--- src/hw/rtl/sfx_pkg.sv ---
`timescale 1ns / 1ps
// ----------------------------------------------------------------------------
// sfx_pkg
// Shared types and constants of the speed frame exchanger.
// ----------------------------------------------------------------------------
package sfx_pkg;

  localparam int FRAME_BYTES = 18;
  localparam int POS_W       = $clog2(FRAME_BYTES);
  localparam int IN_DATA_W   = 136;
  localparam int OUT_DATA_W  = 48;

  localparam logic [7:0]  HEADER_BYTE      = 8'hBB;
  localparam logic [24:0] ANGLE_GAIN_Q16   = 25'd20860757;
  localparam logic [35:0] ANGLE_OFFSET_Q16 = 36'd32768000;
  localparam logic [15:0] ANGLE_RESET      = 16'd1000;
  localparam logic [15:0] SAT16            = 16'hFFFF;
  localparam logic [63:0] ANGLE_LIMIT      = 64'd1024;

  typedef struct packed {
    logic [7:0]  rx_byte;
    logic        frame_start;
    logic [63:0] speed_left;
    logic [63:0] speed_right;
  } in_item_t;

  typedef struct packed {
    logic [7:0]  tx_byte;
    logic        frame_done;
    logic        check_ok;
    logic [15:0] speed_command;
    logic [15:0] angle_command;
  } result_t;

endpackage

--- src/hw/rtl/sfx_in_reg.sv ---
`timescale 1ns / 1ps
// ----------------------------------------------------------------------------
// sfx_in_reg
// Input register stage: holds one accepted item until the core takes it.
// ----------------------------------------------------------------------------
module sfx_in_reg (
  input  logic              clk,
  input  logic              rst,
  input  logic              in_valid,
  output logic              in_ready,
  input  sfx_pkg::in_item_t in_item,
  output logic              out_valid,
  input  logic              out_ready,
  output sfx_pkg::in_item_t out_item
);

  logic              valid;
  sfx_pkg::in_item_t item;

  assign in_ready  = !valid || out_ready;
  assign out_valid = valid;
  assign out_item  = item;

  always_ff @(posedge clk) begin
    if (rst) begin
      valid <= 1'b0;
    end else if (in_ready) begin
      valid <= in_valid;
    end
  end

  always_ff @(posedge clk) begin
    if (in_ready && in_valid) begin
      item <= in_item;
    end
  end

endmodule

--- src/hw/rtl/sfx_frame_core.sv ---
`timescale 1ns / 1ps
// ----------------------------------------------------------------------------
// sfx_frame_core
// Frame state, byte sequencing, checksums and command decode for one item.
// ----------------------------------------------------------------------------
module sfx_frame_core (
  input  logic              clk,
  input  logic              rst,
  input  logic              fire,
  input  sfx_pkg::in_item_t item,
  output sfx_pkg::result_t  result
);

  logic [sfx_pkg::POS_W-1:0] byte_position;
  logic [63:0]               left_latch;
  logic [63:0]               right_latch;
  logic [7:0]                tx_parity;
  logic [7:0]                rx_parity;
  logic [63:0]               rx_speed_accum;
  logic [63:0]               rx_angle_accum;
  logic [15:0]               held_speed;
  logic [15:0]               held_angle;

  logic [sfx_pkg::POS_W-1:0] pos;
  logic [sfx_pkg::POS_W-1:0] byte_position_next;
  logic                      first;
  logic                      last;
  logic [63:0]               lat_l;
  logic [63:0]               lat_r;
  logic [7:0]                tp;
  logic [7:0]                rp;
  logic [63:0]               sa;
  logic [63:0]               aa;
  logic [2:0]                idx_l;
  logic [2:0]                idx_r;
  logic [7:0]                tx;
  logic [63:0]               rx_speed_accum_next;
  logic [63:0]               rx_angle_accum_next;
  logic [7:0]                tx_parity_next;
  logic [7:0]                rx_parity_next;
  logic                      ok;
  logic [15:0]               speed_sat;
  logic [35:0]               prod;
  logic [19:0]               angle_q;
  logic [15:0]               angle_sat;
  logic [15:0]               held_speed_next;
  logic [15:0]               held_angle_next;

  always_comb begin
    pos   = item.frame_start ? '0 : byte_position;
    first = (pos == '0);
    last  = (pos >= sfx_pkg::POS_W'(sfx_pkg::FRAME_BYTES - 1));
    lat_l = item.frame_start ? item.speed_left  : left_latch;
    lat_r = item.frame_start ? item.speed_right : right_latch;
    // a new frame starts from clean parities and accumulators
    tp    = first ? '0 : tx_parity;
    rp    = first ? '0 : rx_parity;
    sa    = first ? '0 : rx_speed_accum;
    aa    = first ? '0 : rx_angle_accum;
    idx_l = 3'(pos - sfx_pkg::POS_W'(1));
    idx_r = 3'(pos - sfx_pkg::POS_W'(9));

    tx                  = sfx_pkg::HEADER_BYTE;
    rx_speed_accum_next = sa;
    rx_angle_accum_next = aa;
    if (last) begin
      tx = tp;
    end else if (first) begin
      tx = sfx_pkg::HEADER_BYTE;
    end else if (pos <= sfx_pkg::POS_W'(8)) begin
      tx = lat_l[8*idx_l +: 8];
      rx_speed_accum_next[8*idx_l +: 8] = sa[8*idx_l +: 8] | item.rx_byte;
    end else begin
      tx = lat_r[8*idx_r +: 8];
      rx_angle_accum_next[8*idx_r +: 8] = aa[8*idx_r +: 8] | item.rx_byte;
    end

    tx_parity_next     = last ? tp : (tp ^ tx);
    rx_parity_next     = last ? rp : (rp ^ item.rx_byte);
    byte_position_next = last ? '0 : (pos + sfx_pkg::POS_W'(1));
    ok                 = last && (item.rx_byte == rp);

    speed_sat = (sa > 64'(sfx_pkg::SAT16)) ? sfx_pkg::SAT16 : sa[15:0];
    // q16 scaling: a*1000/pi + 500, only meaningful for a up to the limit
    prod      = 36'(aa[10:0]) * 36'(sfx_pkg::ANGLE_GAIN_Q16) + sfx_pkg::ANGLE_OFFSET_Q16;
    angle_q   = prod[35:16];
    angle_sat = ((aa > sfx_pkg::ANGLE_LIMIT) || (angle_q > 20'(sfx_pkg::SAT16))) ?
                sfx_pkg::SAT16 : angle_q[15:0];

    held_speed_next = ok ? speed_sat : held_speed;
    held_angle_next = ok ? angle_sat : held_angle;

    result.tx_byte       = tx;
    result.frame_done    = last;
    result.check_ok      = ok;
    result.speed_command = held_speed_next;
    result.angle_command = held_angle_next;
  end

  always_ff @(posedge clk) begin
    if (rst) begin
      byte_position  <= '0;
      left_latch     <= '0;
      right_latch    <= '0;
      tx_parity      <= '0;
      rx_parity      <= '0;
      rx_speed_accum <= '0;
      rx_angle_accum <= '0;
      held_speed     <= '0;
      held_angle     <= sfx_pkg::ANGLE_RESET;
    end else if (fire) begin
      byte_position  <= byte_position_next;
      left_latch     <= lat_l;
      right_latch    <= lat_r;
      tx_parity      <= tx_parity_next;
      rx_parity      <= rx_parity_next;
      rx_speed_accum <= rx_speed_accum_next;
      rx_angle_accum <= rx_angle_accum_next;
      held_speed     <= held_speed_next;
      held_angle     <= held_angle_next;
    end
  end

  a_pos_range: assert property (@(posedge clk) disable iff (rst)
    byte_position <= sfx_pkg::POS_W'(sfx_pkg::FRAME_BYTES - 1))
    else $error("byte position out of frame");

  a_angle_only_on_good_frame: assert property (@(posedge clk) disable iff (rst)
    (!$past(rst) && (held_angle != $past(held_angle))) |->
      $past(fire && result.frame_done && result.check_ok))
    else $error("angle command changed without a good frame");

  a_speed_only_on_good_frame: assert property (@(posedge clk) disable iff (rst)
    (!$past(rst) && (held_speed != $past(held_speed))) |->
      $past(fire && result.frame_done && result.check_ok))
    else $error("speed command changed without a good frame");

endmodule

--- src/hw/rtl/sfx_out_reg.sv ---
`timescale 1ns / 1ps
// ----------------------------------------------------------------------------
// sfx_out_reg
// Result register: holds one result item until the downstream side takes it.
// ----------------------------------------------------------------------------
module sfx_out_reg (
  input  logic             clk,
  input  logic             rst,
  input  logic             in_valid,
  output logic             in_ready,
  input  sfx_pkg::result_t in_result,
  output logic             out_valid,
  input  logic             out_ready,
  output sfx_pkg::result_t out_result
);

  logic             valid;
  sfx_pkg::result_t result;

  assign in_ready   = !valid || out_ready;
  assign out_valid  = valid;
  assign out_result = result;

  always_ff @(posedge clk) begin
    if (rst) begin
      valid <= 1'b0;
    end else if (in_ready) begin
      valid <= in_valid;
    end
  end

  always_ff @(posedge clk) begin
    if (in_ready && in_valid) begin
      result <= in_result;
    end
  end

endmodule

--- src/hw/rtl/spi_speed_frame_exchanger.sv ---
`timescale 1ns / 1ps
// ----------------------------------------------------------------------------
// spi_speed_frame_exchanger
// Slave side of an 18-byte full-duplex SPI speed/angle frame, one byte per item.
// ----------------------------------------------------------------------------
// Each item is one SPI byte slot: the received byte plus a frame-start flag
// and the two wheel speeds to latch. Each item yields exactly one result item
// with the byte to send back, a frame-done mark (tlast), the checksum verdict
// and the held speed and angle commands. The block takes one item per clock
// while the output side is ready; each item passes the input register and
// then the result register, with all frame logic and the 11x25 angle multiply
// in between. Both registers pass back-pressure, so stalls on the output side
// are absorbed without losing or repeating items.
module spi_speed_frame_exchanger (
  input  logic                             clk,
  input  logic                             rst,
  input  logic                             s_tvalid,
  output logic                             s_tready,
  // rx_byte[7:0], speed_left[71:8], speed_right[135:72]
  input  logic [sfx_pkg::IN_DATA_W-1:0]    s_tdata,
  // frame_start
  input  logic                             s_tuser,
  output logic                             m_tvalid,
  input  logic                             m_tready,
  // tx_byte[7:0], check_ok[8], speed_command[24:9], angle_command[40:25], zero fill
  output logic [sfx_pkg::OUT_DATA_W-1:0]   m_tdata,
  // frame_done
  output logic                             m_tlast
);

  sfx_pkg::in_item_t s_item;
  sfx_pkg::in_item_t core_item;
  sfx_pkg::result_t  core_result;
  sfx_pkg::result_t  m_result;
  logic              core_valid;
  logic              core_ready;

  always_comb begin
    s_item.rx_byte     = s_tdata[7:0];
    s_item.frame_start = s_tuser;
    s_item.speed_left  = s_tdata[71:8];
    s_item.speed_right = s_tdata[135:72];
  end

  sfx_in_reg u_in_reg (
    .clk       (clk),
    .rst       (rst),
    .in_valid  (s_tvalid),
    .in_ready  (s_tready),
    .in_item   (s_item),
    .out_valid (core_valid),
    .out_ready (core_ready),
    .out_item  (core_item)
  );

  sfx_frame_core u_core (
    .clk    (clk),
    .rst    (rst),
    .fire   (core_valid && core_ready),
    .item   (core_item),
    .result (core_result)
  );

  sfx_out_reg u_out_reg (
    .clk        (clk),
    .rst        (rst),
    .in_valid   (core_valid),
    .in_ready   (core_ready),
    .in_result  (core_result),
    .out_valid  (m_tvalid),
    .out_ready  (m_tready),
    .out_result (m_result)
  );

  assign m_tdata = {7'b0, m_result.angle_command, m_result.speed_command,
                    m_result.check_ok, m_result.tx_byte};
  assign m_tlast = m_result.frame_done;

  a_no_output_after_reset: assert property (@(posedge clk)
    (!rst && $past(rst)) |-> !m_tvalid)
    else $error("result item valid right after reset");

  a_check_only_on_last: assert property (@(posedge clk) disable iff (rst)
    (m_tvalid && !m_tlast) |-> !m_tdata[8])
    else $error("check_ok set outside the last byte of a frame");

endmodule

--- config.mk ---
export PLATFORM = sky130hd
export DESIGN_NAME = spi_speed_frame_exchanger
export DESIGN_NICKNAME = d
export VERILOG_FILES = /design/src/hw/rtl/sfx_pkg.sv /design/src/hw/rtl/sfx_in_reg.sv /design/src/hw/rtl/sfx_frame_core.sv /design/src/hw/rtl/sfx_out_reg.sv /design/src/hw/rtl/spi_speed_frame_exchanger.sv
export SDC_FILE = /design/constraint.sdc
export NUM_CORES = 1
export LEC_CHECK = 0
export BUFFER_PORTS_ARGS = -buffer_cell sky130_fd_sc_hd__buf_4
export CORE_ASPECT_RATIO = 0.8
export CORE_MARGIN = 3
export CORE_UTILIZATION = 45
export DETAILED_ROUTE_END_ITERATION = 7
export GPL_TIMING_DRIVEN = 0
export SYNTH_ARGS = -nofsm -noshare
export SYNTH_HDL_FRONTEND = slang
export SYNTH_SLANG_ARGS = --single-unit
--- constraint.sdc ---
create_clock -name clk -period 9.95 [get_ports clk]
set_clock_uncertainty 0.2 [all_clocks]
set_input_delay 2.4875 -clock clk [delete_from_list [all_inputs] [get_ports clk]]
set_output_delay 2.4875 -clock clk [all_outputs]
set_load 0.005 [all_outputs]
==> reports/qor.csv <==
metric;value;unit
drc;0;
min_period_over_period;0.964;
cts.sinks;490;
p_leak;0.0115;uW
holdBufCountCts;0;
synth_seq_cells;490;
ios;192;
place_congestion;0.930;
synth.most_common_cell;nand2_1;
nets;3082;
wl_per_cell;22.1;um
period_minus_slack;9.60;ns
critPathKind;register to register;
rr_endpoint;u_out_reg.out_result[7]$_DFFE_PP_;
setup_viol;0;
postRouteAntennaNets;0;
r2r_start;u_core.byte_position[0]$_SDFFE_PP0P_;
p_sw_frac;0.241;
synth-xor-area-share;0.00896;
avgSynthCellArea;10.2;sq um
overflow;0;
powerDensity;146;mW/mm^2
dieArea;0.0594;sq mm
min_path_type;register to register;
synth_common_cells;nand2_1, dfxtp_1, a21oi_1, nor2_1, edfxtp_1;
async_reset_ff_frac;0;
grtUsageTotal;0.260;
cp-endpoint;u_out_reg.out_result[7]$_DFFE_PP_;
antenna_found_initial;3;
core;0.0556;sq mm
first_iter_violations;2330;
slowest_stage;fa_1;
via_per_inst;5.78;
portBuffers;183;
finalPower;4290;uW
ir_drop;0.148;mV
crit_required;10.09;ns
cp-startpoint;u_core.byte_position[0]$_SDFFE_PP0P_;
die_w;272;um
drive_gt1_frac;0.151;
dp_hpwl;60.2;mm
start_util;0.457;
netSwitchingPower;1030;uW
relSlewSlack;0.220;
path_clk_slew;0.06;ns
slew_viol_final;0;
yosys.area_share.simple;0.139;
synth_compound_area_frac;0.145;
syn_inst;2497;
seq_power_share;0.509;
hold_violations;0;
vias;20416;
yosysTopAreaCell;dfxtp_1;
timing.final.ws_setup;0.355;ns
ys_dominant_reg_cell;dfxtp_1;
cp-end-kind;register;
synth_top_family_by_area;compound AO/OA/AOI/OAI gates;
max_freq;104;MHz
numCtsBuffers;49;
synth_edf_count;179;
r2r_slack;0.35;ns
synth.top_cell.area_share;0.245;
first_global_vias;19954;
seq_area_frac_synth;0.456;
combPwrFrac;0.069;
crit_path_max_incr_delay;0.51;ns
ys_warn_count;0;
drv_cap;0;
p_int;3260;uW
synthMuxAreaShare;0.0807;
post-place-ws;-0.909;ns
cts_buffer_depth;3;
area_growth;15.9;%
clock_latency;0.61;ns
firstDrtPassIters;6;
reg2regPathDepth;29;
cts_tree;built;
pwr-share-clk;0.422;
worstMarginPinSlew;1.16;ns
grt_max_degree;68;
yosys.cell_types.count;85;
synthAdderAreaFrac;0.122;
grt_pass1_wl;118;mm
n_fill_cell;5033;
die_h;219;um
routed_wl;78.1;mm
crit_top_cell;fa_1;
row_count;77;
outcome;finished, final reports clean;
htree_num_levels;2;
worstPathMaxFanout;12;
cts-root-buf;clkbuf_16;
yosys-top-cells-area;dfxtp_1, edfxtp_1, mux4_2, fa_1, nand2_1;
arrival;9.73;ns
syn-cell-area;0.0254;sq mm
cp-start-kind;register;
[per-layer routing]
metal,vias to the layer above,routed length (um),global-route usage
li1,9390,-,-
met1,10013,34800,0.372
met2,875,34400,0.397
met3,134,6590,0.0554
met4,4,2210,0.0767
met5,-,21,0
[critical path, delay by kind of cell (launching register included)]
family / cells / cell delay (ns)
flip-flops: 1 / 0.30
XOR/XNOR: 1 / 0.20
adder cells (fa/ha/maj): 6 / 2.70
AND/OR/NAND/NOR: 9 / 2.64
buffers and inverters: 11 / 2.93
AO/OA/AOI/OAI: 2 / 0.33
[kinds of logic after synthesis]
logic type | Yosys count
simple gates | 800
compound gates | 568
flops | 490
buf+inv | 308
fa+ha+maj | 198
mux | 106
xor+xnor | 26
other cells | 1
[power by group through the flow]
stage	Clock (uW)	Sequential (uW)	Combinational (uW)
final	1810	2190	298
after global placement	0	2230	282
after floorplan	0	2210	159
after CTS	1840	2180	294
after detailed placement	0	2230	292
after global routing	1920	2190	320
[per-stage QoR]
stage,cells,setup TNS (ns),hold slack [ns],cell area [sq um],util
2_1_floorplan,2503,0,0.233,25400,-
3_3_place_gp,3436,-19.29,0.239,27800,0.499
3_5_place_dp,3439,-24.10,0.245,27800,0.501
4_1_cts,3531,0,0.254,29400,0.529
5_1_grt,3534,-0.00390,0.268,29500,0.530
6_report,3534,0,0.252,29500,0.530
[cells in the final DEF (no fill, tap or decap), types with 24 or more instances in the layout]
master     instances
clkbuf_1         116
nor4_1            30
mux4_2            78
nand3_1           24
fa_1              83
edfxtp_1         179
nand2_1          400
inv_1            159
o21ai_0           71
a21oi_1          233
a22oi_1          130
nor3_1            27
ha_1             115
dfxtp_1          311
clkbuf_16         49
nand4_1           25
buf_4            196
nor2_1           208
[registers in the layout (all words and copies together) (netlist names)]
name	flops
u_out_reg.out_valid	1
u_in_reg.out_valid	1
u_in_reg.out_item	137
u_core.rx_angle_accum	64
u_core.tx_parity	8
u_core.byte_position	5
u_core.left_latch	64
u_core.right_latch	64
u_core.rx_parity	8
u_core.rx_speed_accum	64
u_out_reg.out_result	42
u_core.held_speed	16
u_core.held_angle	16
[worst min-delay path by stage]
stage,end,slack [ns],cells past startpoint,startpoint
finish,u_core.left_latch[3]$_SDFFE_PP0P_,0.25,2,u_core.left_latch[3]$_SDFFE_PP0P_
global route,u_core.left_latch[3]$_SDFFE_PP0P_,0.27,2,u_core.left_latch[3]$_SDFFE_PP0P_
CTS,u_core.left_latch[3]$_SDFFE_PP0P_,0.25,2,u_core.left_latch[3]$_SDFFE_PP0P_
detailed placement,u_core.left_latch[3]$_SDFFE_PP0P_,0.25,2,u_core.left_latch[3]$_SDFFE_PP0P_
global placement,u_core.left_latch[58]$_SDFFE_PP0P_,0.24,2,u_core.left_latch[58]$_SDFFE_PP0P_
floorplan,u_core.left_latch[0]$_SDFFE_PP0P_,0.23,2,u_core.left_latch[0]$_SDFFE_PP0P_
[timing repair]
action | in CTS | in global routing
gates resized for setup | 6 | 7
setup buffers | 2 | 2
gates cloned | 0 | 0
setup endpoints to repair | 32 | 32
pin swaps | 0 | 1
[layout make-up]
type	count	area [sq um]	share of cell area
clock inverters	24	233	0.00790
inverters	162	612	0.0208
repair buffers	190	1480	0.0502
multi-input cells	1705	12600	0.429
diodes	1	2.50	0.0000849
well taps	750	938	0.0318
clock buffers	67	1330	0.0453
flip-flops and latches	490	11600	0.394
plain buffers	145	626	0.0212
Power figures use the tool's default switching activity.
